## src/hdl/light_level_duty_and_alert_top_defines.svh

```systemverilog
// Assertion macros shared by the light level duty and alert RTL.
// Users include this header; the macros expect aclk and aresetn in scope.
`ifndef LIGHT_LEVEL_DUTY_AND_ALERT_TOP_DEFINES_SVH
`define LIGHT_LEVEL_DUTY_AND_ALERT_TOP_DEFINES_SVH

// Same-cycle implication, disabled while reset is asserted.
`define LLDA_ASSERT_NOW(label, ante, cons, msg) \
    label: assert property (@(posedge aclk) disable iff (!aresetn) (ante) |-> (cons)) \
        else $error(msg);

// Next-cycle implication, disabled while reset is asserted.
`define LLDA_ASSERT_NEXT(label, ante, cons, msg) \
    label: assert property (@(posedge aclk) disable iff (!aresetn) (ante) |=> (cons)) \
        else $error(msg);

`endif

```

## src/hdl/llda_pkg.sv

```systemverilog
// Shared types and constants for the light level duty and alert block.
// Used by llda_ctrl, llda_dp and light_level_duty_and_alert_top; no dependencies.
`default_nettype none

package llda_pkg;

    // Field widths fixed by the sample and register formats.
    localparam int MV_W       = 12;
    localparam int HOLD_W     = 8;
    localparam int IN_TDATA_W = 16;
    localparam int CFG_IDX_W  = 3;
    localparam int CFG_DATA_W = 12;

    // Configuration register indexes.
    localparam logic [CFG_IDX_W-1:0] CFG_FULL_SCALE   = 3'd0;
    localparam logic [CFG_IDX_W-1:0] CFG_LOW_BAND     = 3'd1;
    localparam logic [CFG_IDX_W-1:0] CFG_HIGH_BAND    = 3'd2;
    localparam logic [CFG_IDX_W-1:0] CFG_DARK_LIMIT   = 3'd3;
    localparam logic [CFG_IDX_W-1:0] CFG_BRIGHT_LIMIT = 3'd4;
    localparam logic [CFG_IDX_W-1:0] CFG_HOLD_COUNT   = 3'd5;

    // Register reset values.
    localparam logic [MV_W-1:0]   RST_FULL_SCALE   = 12'd3300;
    localparam logic [MV_W-1:0]   RST_LOW_BAND     = 12'd990;
    localparam logic [MV_W-1:0]   RST_HIGH_BAND    = 12'd2310;
    localparam logic [MV_W-1:0]   RST_DARK_LIMIT   = 12'd165;
    localparam logic [MV_W-1:0]   RST_BRIGHT_LIMIT = 12'd3135;
    localparam logic [HOLD_W-1:0] RST_HOLD_COUNT   = 8'd10;

    // Brightness band codes.
    localparam logic [1:0] BAND_LOW  = 2'd0;
    localparam logic [1:0] BAND_MID  = 2'd1;
    localparam logic [1:0] BAND_HIGH = 2'd2;

    // Alert level codes.
    localparam logic [1:0] LEVEL_NONE   = 2'd0;
    localparam logic [1:0] LEVEL_DARK   = 2'd1;
    localparam logic [1:0] LEVEL_BRIGHT = 2'd2;

    // Configuration register set.
    typedef struct packed {
        logic [MV_W-1:0]   full_scale;
        logic [MV_W-1:0]   low_band;
        logic [MV_W-1:0]   high_band;
        logic [MV_W-1:0]   dark_limit;
        logic [MV_W-1:0]   bright_limit;
        logic [HOLD_W-1:0] hold_count;
    } cfg_t;

    // Commands from the controller to the datapath.
    typedef struct packed {
        logic load;    // capture and clamp a new sample, set up the divider
        logic step;    // one restoring division step
        logic commit;  // update runs and level, write the result register
    } cmd_t;

endpackage

`default_nettype wire

```

## src/hdl/llda_dp.sv

```systemverilog
// Datapath: clamp, bit-serial duty divider, band, run counters and alert level.
// Depends on llda_pkg; driven by commands from llda_ctrl.
`default_nettype none

module llda_dp #(
    parameter int DUTY_BITS = 13,
    parameter int OUT_W     = 24
) (
    input  wire logic                            aclk,
    input  wire logic                            aresetn,
    input  wire llda_pkg::cmd_t                  cmd,
    input  wire llda_pkg::cfg_t                  cfg,
    input  wire logic [llda_pkg::MV_W-1:0]       sample_mv,
    output logic      [OUT_W-1:0]                out_data
);

    localparam int MV_W   = llda_pkg::MV_W;
    localparam int HOLD_W = llda_pkg::HOLD_W;
    localparam int PROD_W = MV_W + DUTY_BITS;

    logic [MV_W-1:0]      mv_reg;
    logic [MV_W-1:0]      rem_reg, rem_next;
    logic [DUTY_BITS-1:0] shf_reg, shf_next;
    logic [HOLD_W-1:0]    dark_run_reg, dark_run_next;
    logic [HOLD_W-1:0]    bright_run_reg, bright_run_next;
    logic [1:0]           last_level_reg, level_next;
    logic [DUTY_BITS-1:0] duty_out_reg, duty_next;
    logic [1:0]           band_out_reg, band_next;
    logic [1:0]           level_out_reg;
    logic                 raised_out_reg, raised_next;

    logic [MV_W-1:0]      clamp_mv;
    logic [PROD_W-1:0]    prod;
    logic [MV_W:0]        trial;
    logic                 trial_ge;
    logic                 is_dark, is_bright;

    // Clamp the sample and form mv * (2^DUTY_BITS - 1) by shift and subtract.
    always_comb begin
        clamp_mv = (sample_mv > cfg.full_scale) ? cfg.full_scale : sample_mv;
        prod     = {clamp_mv, {DUTY_BITS{1'b0}}} - PROD_W'(clamp_mv);
    end

    // Restoring division step: the partial remainder stays below full scale,
    // and quotient bits shift in where dividend bits shift out.
    always_comb begin
        trial    = {rem_reg, shf_reg[DUTY_BITS-1]};
        trial_ge = (trial >= {1'b0, cfg.full_scale});
        rem_next = trial_ge ? MV_W'(trial - {1'b0, cfg.full_scale}) : trial[MV_W-1:0];
        shf_next = {shf_reg[DUTY_BITS-2:0], trial_ge};
    end

    // Band, run counters and alert level for the clamped sample.
    always_comb begin
        is_dark   = (mv_reg <= cfg.dark_limit);
        is_bright = (mv_reg >= cfg.bright_limit);

        if (mv_reg < cfg.low_band) begin
            band_next = llda_pkg::BAND_LOW;
        end else if (mv_reg > cfg.high_band) begin
            band_next = llda_pkg::BAND_HIGH;
        end else begin
            band_next = llda_pkg::BAND_MID;
        end

        dark_run_next   = '0;
        bright_run_next = '0;
        level_next      = llda_pkg::LEVEL_NONE;
        if (is_dark) begin
            dark_run_next = (dark_run_reg < cfg.hold_count) ? dark_run_reg + 1'b1
                                                            : cfg.hold_count;
            if (dark_run_next >= cfg.hold_count) begin
                level_next = llda_pkg::LEVEL_DARK;
            end
        end else if (is_bright) begin
            bright_run_next = (bright_run_reg < cfg.hold_count) ? bright_run_reg + 1'b1
                                                                : cfg.hold_count;
            if (bright_run_next >= cfg.hold_count) begin
                level_next = llda_pkg::LEVEL_BRIGHT;
            end
        end

        raised_next = (level_next != llda_pkg::LEVEL_NONE) && (level_next != last_level_reg);

        // A zero full scale clamps everything to zero, so the duty is zero.
        duty_next = (cfg.full_scale == '0) ? '0 : shf_reg;
    end

    // Divider and result registers.
    always_ff @(posedge aclk) begin
        if (cmd.load) begin
            mv_reg  <= clamp_mv;
            rem_reg <= prod[PROD_W-1:DUTY_BITS];
            shf_reg <= prod[DUTY_BITS-1:0];
        end else if (cmd.step) begin
            rem_reg <= rem_next;
            shf_reg <= shf_next;
        end
        if (cmd.commit) begin
            duty_out_reg   <= duty_next;
            band_out_reg   <= band_next;
            level_out_reg  <= level_next;
            raised_out_reg <= raised_next;
        end
    end

    // Run and level state.
    always_ff @(posedge aclk) begin
        if (!aresetn) begin
            dark_run_reg   <= '0;
            bright_run_reg <= '0;
            last_level_reg <= llda_pkg::LEVEL_NONE;
        end else if (cmd.commit) begin
            dark_run_reg   <= dark_run_next;
            bright_run_reg <= bright_run_next;
            last_level_reg <= level_next;
        end
    end

    // Result packing, duty in the lowest bits.
    assign out_data = OUT_W'({raised_out_reg, level_out_reg, band_out_reg, duty_out_reg});

endmodule

`default_nettype wire

```

## src/hdl/llda_ctrl.sv

```systemverilog
// Controller: accepts a sample, sequences the division steps, commits the result.
// Depends on llda_pkg and light_level_duty_and_alert_top_defines.svh.
`default_nettype none

`include "light_level_duty_and_alert_top_defines.svh"

module llda_ctrl #(
    parameter int DUTY_BITS = 13
) (
    input  wire logic           aclk,
    input  wire logic           aresetn,
    input  wire logic           s_tvalid,
    output logic                s_tready,
    output logic                m_tvalid,
    input  wire logic           m_tready,
    output llda_pkg::cmd_t      cmd
);

    localparam int CNT_W = $clog2(DUTY_BITS + 1);

    typedef enum logic [1:0] {
        ST_IDLE,
        ST_DIV,
        ST_DONE
    } state_t;

    state_t           state_reg, state_next;
    logic [CNT_W-1:0] cnt_reg, cnt_next;
    logic             out_valid_reg, out_valid_next;
    logic             s_fire;
    logic             can_commit;

    assign s_tready   = (state_reg == ST_IDLE);
    assign s_fire     = s_tvalid && s_tready;
    assign can_commit = !out_valid_reg || m_tready;
    assign m_tvalid   = out_valid_reg;

    // Commands follow the state; the result is committed once the output slot frees.
    always_comb begin
        cmd.load   = s_fire;
        cmd.step   = (state_reg == ST_DIV);
        cmd.commit = (state_reg == ST_DONE) && can_commit;
    end

    // Next state, step count and output valid.
    always_comb begin
        state_next     = state_reg;
        cnt_next       = cnt_reg;
        out_valid_next = out_valid_reg;

        if (out_valid_reg && m_tready) begin
            out_valid_next = 1'b0;
        end

        case (state_reg)
            ST_IDLE: begin
                if (s_fire) begin
                    cnt_next   = '0;
                    state_next = ST_DIV;
                end
            end
            ST_DIV: begin
                cnt_next = cnt_reg + 1'b1;
                if (cnt_reg == CNT_W'(DUTY_BITS - 1)) begin
                    state_next = ST_DONE;
                end
            end
            ST_DONE: begin
                if (can_commit) begin
                    out_valid_next = 1'b1;
                    state_next     = ST_IDLE;
                end
            end
            default: begin
                state_next = ST_IDLE;
            end
        endcase
    end

    // State and registered outputs.
    always_ff @(posedge aclk) begin
        if (!aresetn) begin
            state_reg     <= ST_IDLE;
            cnt_reg       <= '0;
            out_valid_reg <= 1'b0;
        end else begin
            state_reg     <= state_next;
            cnt_reg       <= cnt_next;
            out_valid_reg <= out_valid_next;
        end
    end

    // An accepted sample starts the divider from step zero.
    `LLDA_ASSERT_NEXT(a_accept_starts_div, s_fire, (state_reg == ST_DIV) && (cnt_reg == '0), "accepted sample did not start the divider")
    // The divider has run all its steps before a result is committed.
    `LLDA_ASSERT_NOW(a_commit_after_steps, cmd.commit, cnt_reg == CNT_W'(DUTY_BITS), "result committed before all division steps")
    // A commit never overwrites a result that is still waiting.
    `LLDA_ASSERT_NOW(a_no_overwrite, cmd.commit, !out_valid_reg || m_tready, "pending result overwritten")

endmodule

`default_nettype wire

```

## src/hdl/light_level_duty_and_alert_top.sv

```systemverilog
// Top level of the light level duty and alert block: configuration registers,
// controller and datapath. Depends on llda_pkg, llda_ctrl and llda_dp.
//
//  Channel   Direction  Handshake            Payload
//  s_        in         s_tvalid/s_tready    s_tdata[11:0] sample_mv
//  m_        out        m_tvalid/m_tready    m_tdata: duty, band, alert_level, alert_raised
//  cfg_      in         cfg_valid/cfg_ready  cfg_index, cfg_data
//
// Each sample is accepted and clamped, then run through DUTY_BITS steps of the bit-serial
// restoring divider, and its result is then committed.
// The finished result sits in an output register, so a new sample is taken while
// it waits; a stalled result only holds the commit of the following sample.
// Reset is synchronous and active low: configuration registers return to their defaults
// and the run counters and stored alert level clear. Configuration writes are always taken.
`default_nettype none

module light_level_duty_and_alert_top #(
    parameter int DUTY_BITS = 13
) (
    input  wire logic                                 aclk,
    input  wire logic                                 aresetn,
    // Sample transactions.
    input  wire logic                                 s_tvalid,
    output logic                                      s_tready,
    input  wire logic [llda_pkg::IN_TDATA_W-1:0]      s_tdata,   // [11:0] sample_mv
    // Result transactions.
    output logic                                      m_tvalid,
    input  wire logic                                 m_tready,
    output logic [((DUTY_BITS + 5 + 7) / 8) * 8-1:0]  m_tdata,   // duty, band (2),
                                                                 // alert_level (2),
                                                                 // alert_raised (1)
    // Configuration writes.
    input  wire logic                                 cfg_valid,
    output logic                                      cfg_ready,
    input  wire logic [llda_pkg::CFG_IDX_W-1:0]       cfg_index,
    input  wire logic [llda_pkg::CFG_DATA_W-1:0]      cfg_data
);

    localparam int OUT_W = ((DUTY_BITS + 5 + 7) / 8) * 8;

    llda_pkg::cfg_t cfg_reg;
    llda_pkg::cmd_t cmd;
    logic           cfg_fire;

    assign cfg_ready = 1'b1;
    assign cfg_fire  = cfg_valid && cfg_ready;

    // Configuration register file; indexes beyond the list are ignored.
    always_ff @(posedge aclk) begin
        if (!aresetn) begin
            cfg_reg.full_scale   <= llda_pkg::RST_FULL_SCALE;
            cfg_reg.low_band     <= llda_pkg::RST_LOW_BAND;
            cfg_reg.high_band    <= llda_pkg::RST_HIGH_BAND;
            cfg_reg.dark_limit   <= llda_pkg::RST_DARK_LIMIT;
            cfg_reg.bright_limit <= llda_pkg::RST_BRIGHT_LIMIT;
            cfg_reg.hold_count   <= llda_pkg::RST_HOLD_COUNT;
        end else if (cfg_fire) begin
            case (cfg_index)
                llda_pkg::CFG_FULL_SCALE:   cfg_reg.full_scale   <= cfg_data;
                llda_pkg::CFG_LOW_BAND:     cfg_reg.low_band     <= cfg_data;
                llda_pkg::CFG_HIGH_BAND:    cfg_reg.high_band    <= cfg_data;
                llda_pkg::CFG_DARK_LIMIT:   cfg_reg.dark_limit   <= cfg_data;
                llda_pkg::CFG_BRIGHT_LIMIT: cfg_reg.bright_limit <= cfg_data;
                llda_pkg::CFG_HOLD_COUNT:
                    cfg_reg.hold_count <= cfg_data[llda_pkg::HOLD_W-1:0];
                default: begin
                end
            endcase
        end
    end

    // Sequencing of one sample.
    llda_ctrl #(
        .DUTY_BITS (DUTY_BITS)
    ) u_ctrl (
        .aclk     (aclk),
        .aresetn  (aresetn),
        .s_tvalid (s_tvalid),
        .s_tready (s_tready),
        .m_tvalid (m_tvalid),
        .m_tready (m_tready),
        .cmd      (cmd)
    );

    // Arithmetic and state.
    llda_dp #(
        .DUTY_BITS (DUTY_BITS),
        .OUT_W     (OUT_W)
    ) u_dp (
        .aclk      (aclk),
        .aresetn   (aresetn),
        .cmd       (cmd),
        .cfg       (cfg_reg),
        .sample_mv (s_tdata[llda_pkg::MV_W-1:0]),
        .out_data  (m_tdata)
    );

endmodule

`default_nettype wire
```

## config.mk

```make
export PLATFORM = sky130hd
export DESIGN_NAME = light_level_duty_and_alert_top
export DESIGN_NICKNAME = d
export VERILOG_FILES = /design/src/hdl/llda_pkg.sv /design/src/hdl/llda_dp.sv /design/src/hdl/llda_ctrl.sv /design/src/hdl/light_level_duty_and_alert_top.sv
export VERILOG_INCLUDE_DIRS = /design/src /design/src/hdl
export SDC_FILE = /design/constraint.sdc
export NUM_CORES = 1
export LEC_CHECK = 0
export BUFFER_PORTS_ARGS = -buffer_cell sky130_fd_sc_hd__buf_2
export CAP_MARGIN = 40
export CORE_MARGIN = 5
export CORE_UTILIZATION = 62
export DETAILED_ROUTE_END_ITERATION = 12
export PLACE_DENSITY_LB_ADDON = 0.3
export SKIP_CTS_REPAIR_TIMING = 1
export SYNTH_ARGS = -nofsm -noshare
export SYNTH_HDL_FRONTEND = slang
export SYNTH_SLANG_ARGS = --single-unit
```

## constraint.sdc

```tcl
create_clock -name aclk -period 4.2 [get_ports aclk]
set_input_delay 0.42 -clock aclk [delete_from_list [all_inputs] [get_ports aclk]]
set_output_delay 0.42 -clock aclk [all_outputs]
set_load 0.01 [all_outputs]
```

==> metrics.md <==
| Metric | Value |
|---|---|
| Fin crit period | between 3 and 4 ns |
| CP Class | register to register |
| Chip width | between 100 and 150 µm |
| Clock root cell | clkbuf_16 |
| Cells after Synth | 1034 |
| Initial core utilization | 62.44% |
| R2R Path Start | cfg_reg[1]$_SDFFE_PN1P_ |
| Worst setup path endpoint | u_dp.last_level_reg[1]$_SDFFE_PN0P_ |
| IO Count | 63 |
| Vias in the first global route | between 7k and 8k |
| Routed WL | 22.35 mm |
| Share of the synthesized area in the top cell type | 19.83% |
| R2R depth | 18 |
| Peak supply drop | 312.9 µV |
| TNS Setup | 0 ns |
| Die ar. | between 15000 and 20000 µm² |
| Cell Rows | 45 |
| Initial DRC count | about 540 |
| Via count | 7490 |
| WL/cell | 17.39 µm |
| Worst Clk Skew | 0.01073 ns |
| Peak Freq | 0.2640 GHz |
| Largest net degree at the start of global routing | 73 |
| HPWL after DPL | 16.29 mm |
| Core box area | 15030 µm² |
| Reg-to-reg critical path endpoint | u_dp.last_level_reg[1]$_SDFFE_PN0P_ |
| Hold Path Class | primary input to register |
| Final nets | ~1.2k |
| Crit-path max cell delay | 0.58 ns |
| GRT met3 Usage | roughly 5.8% |
| Gpl congestion | 0.9398 |
| Count of different cell masters after synthesis | between 60 and 70 |
| Antenna diode count | 0 |
| CTS clk-pin slew, worst paths | 0.06 ns |
| Yosys warns | 0 |
| Pins Over Slew Limit | 0 |
| Area Growth Syn to Fin | 11.34% |
| Power share of the clock group | 38.0% |
| Met1 Usage GRT | between 30% and 40% |
| Via density | 5.829 |
| Syn_area_per_cell | 9.078 µm² |
| Combinational power share | 21.3% |
| CTS H-Tree Depth | 4 |
| Critical path's slowest cell | a2111oi_1 |
| Crit path DAT | between 4 and 5 ns |
| CP endpoint kind | register |
| Die height | between 100 and 150 µm |
| PD cells | approximately 400 nW/µm² |
| Sequential element share of the synthesized area | 37.43% |
| Max FFs per register | 68 |
| FF+latch area | around 3500 µm² |
| # fillers | 1163 |
| Total gr overflow | 0 |
| Pre-Repair DR Iteration Count | 5 |
| Final Hold Viols | 0 |
| Clock sink total | around 150 |
| Critical path, cell by cell | inv_1, ha_1, o21ai_0, a21boi_1, o21ai_1, a21oi_1, o41ai_4, mux2_2, ha_1, nand2b_1, a21o_1, a21o_1, a21oi_1, nor2b_1, o21ai_0, a2111oi_1, mux2i_1, nor2b_1 |
| Total global-route track usage | approximately 26% |
| Crit. Startpoint | cfg_reg[1]$_SDFFE_PN1P_ |
| Clk_lat worst skew | roughly 0.43 ns |
| Number of CTS-inserted buffers | 17 |
| Final period util | 90.19% |
| # port buffers | 51 |
| Switching Share | between 20% and 30% |
| Least-Margin Pin Slew | about 0.91 ns |
| Initial antenna violation count | 0 |
| Total power after layout | 4107 µW |
| Endpoints failing setup | 0 |
| Worst slew margin | 39.26% |
| Synth Cell Area | 9387 µm² |
| Leakage power | 0.004530 µW |
| Largest cells by area after synthesis | dfxtp_1 (20%), edfxtp_1 (18%), ha_1 (14%) |
| Main flop type after synthesis | dfxtp_1 |
| CTS tree | yes |
| Psw | 1192 µW |
| GR Layer Usage met2 | 41.62% |
| Layout cells sized above 1 | around 12% |
| Yosys reg bits | 148 |
| CP Max Fanout | 5 |
| Internal power | 2915 µW |
| Critical Path RT | 4.57 ns |
| Status | finished clean |
| DRC | 0 |
| Async SR Flop Fraction | 0% |
| Unrepaired setup endpoints after global routing | no |
| Footprint of the multi-input gates | 5354 µm² |
| Sequential cell fraction of total power | 40.7% |
| # Max-Cap Violations | 0 |
| R2R Setup Slk | 0.41 ns |
| Clock Tree Buf Depth | 2 |
| Number of enable flip-flop cells after synthesis | 55 |
| Yosys top cell by area | dfxtp_1 |
| Global-route wire length before repair | 36.67 mm |
| Most used routing layer | met2 |
| Worst setup SP type | register |
| Post-route ant nets | 0 |
| Hold Slack | 0.3062 ns |
## through the flow
stage                     setup WS (ns)  std cells  utilization [%]  cell area [µm²]
final                            0.4119       1285            69.52            10450
after detailed placement         0.2405       1253            65.49             9846
after CTS                        0.2115       1285            69.46            10440
after global routing            0.02432       1285            69.52            10450
after floorplan                  0.5477       1039                -             9405
after global placement           0.3577       1251            65.26             9811
## cells in the final DEF, fill, tap and decap left out, drive strengths merged, types with 9 or more instances in the layout
| master | n |
|---|---|
| mux2 | 16 |
| a21o | 18 |
| and2 | 17 |
| mux2i | 27 |
| ha | 107 |
| dfxtp | 93 |
| nor3 | 18 |
| nor2 | 48 |
| o21ai | 39 |
| nand2b | 13 |
| buf | 67 |
| nand3 | 23 |
| xor2 | 11 |
| a21oi | 42 |
| nand2 | 156 |
| nor2b | 28 |
| clkbuf | 19 |
| xnor2 | 26 |
| a21boi | 40 |
| nand4 | 14 |
| o31ai | 9 |
| o211ai | 33 |
| edfxtp | 55 |
| inv | 101 |
## metal layers
layer,up-vias,part of all wire [%]
li1,3702,-
met1,3528,44
met2,207,47
met3,53,6.2
met4,0,2.6
met5,-,0
## cell usage after synthesis, drive strengths merged (28+ instances only)
| master | n |
|---|---|
| inv | 95 |
| nor2b | 28 |
| nand2 | 156 |
| dfxtp | 93 |
| o21ai | 39 |
| a21boi | 40 |
| ha | 107 |
| a21oi | 42 |
| clkbuf | 29 |
| o211ai | 33 |
| edfxtp | 55 |
| nor2 | 48 |
## worst min-delay path by stage
stage / startpoint / endpoint / slack (ns) / depth (start not counted)
after floorplan: cfg_reg[14]$_SDFFE_PN0P_ / cfg_reg[14]$_SDFFE_PN0P_ / 0.44 / 2
after global placement: cfg_reg[30]$_SDFFE_PN0P_ / cfg_reg[30]$_SDFFE_PN0P_ / 0.45 / 2
after detailed placement: cfg_reg[26]$_SDFFE_PN0P_ / cfg_reg[26]$_SDFFE_PN0P_ / 0.46 / 2
after CTS: cfg_data[11] / cfg_reg[31]$_SDFFE_PN0P_ / 0.29 / 3
after global routing: cfg_data[10] / cfg_reg[54]$_SDFFE_PN0P_ / 0.31 / 3
final: cfg_data[11] / cfg_reg[31]$_SDFFE_PN0P_ / 0.31 / 3
## cell families (layout without fill, tap and decap cells)
group	count (synthesis)	after routing	share of synthesized area, %
mux	43	43	5.052
buf+inv	136	194	5.892
simple gates	339	339	17.10
other cells	2	7	0.08001
compound gates	221	221	16.52
xor+xnor	37	37	3.452
flops	148	148	37.43
fa+ha+maj	108	108	14.48
## power by group through the flow
stage | Sequential, µW | Clock, µW | Combinational, µW
global route | 1680 | 1640 | 977
global placement | 1700 | 0 | 828
CTS | 1670 | 1570 | 868
detailed placement | 1700 | 0 | 861
floorplan | 1680 | 0 | 650
finish | 1670 | 1560 | 877
## final cells by class
| type | instances | area share [%] |
|---|---|---|
| well taps | 188 | 2.251 |
| repair buffers | 67 | 3.783 |
| multi-input cells | 755 | 51.23 |
| clock inverters | 13 | 1.377 |
| clock buffers | 19 | 4.334 |
| inverters | 95 | 3.412 |
| flip-flops and latches | 148 | 33.62 |
## worst max-delay path, delay by kind of cell, from the launching register on
kind	cells	cell delay [ns]
AO/OA/AOI/OAI	10	1.80
adder cells (fa/ha/maj)	2	0.57
flip-flops	1	0.35
buffers and inverters	1	0.13
multiplexers	2	0.56
AND/OR/NAND/NOR	3	0.32
Note: power is estimated with default switching activity, not from simulation.
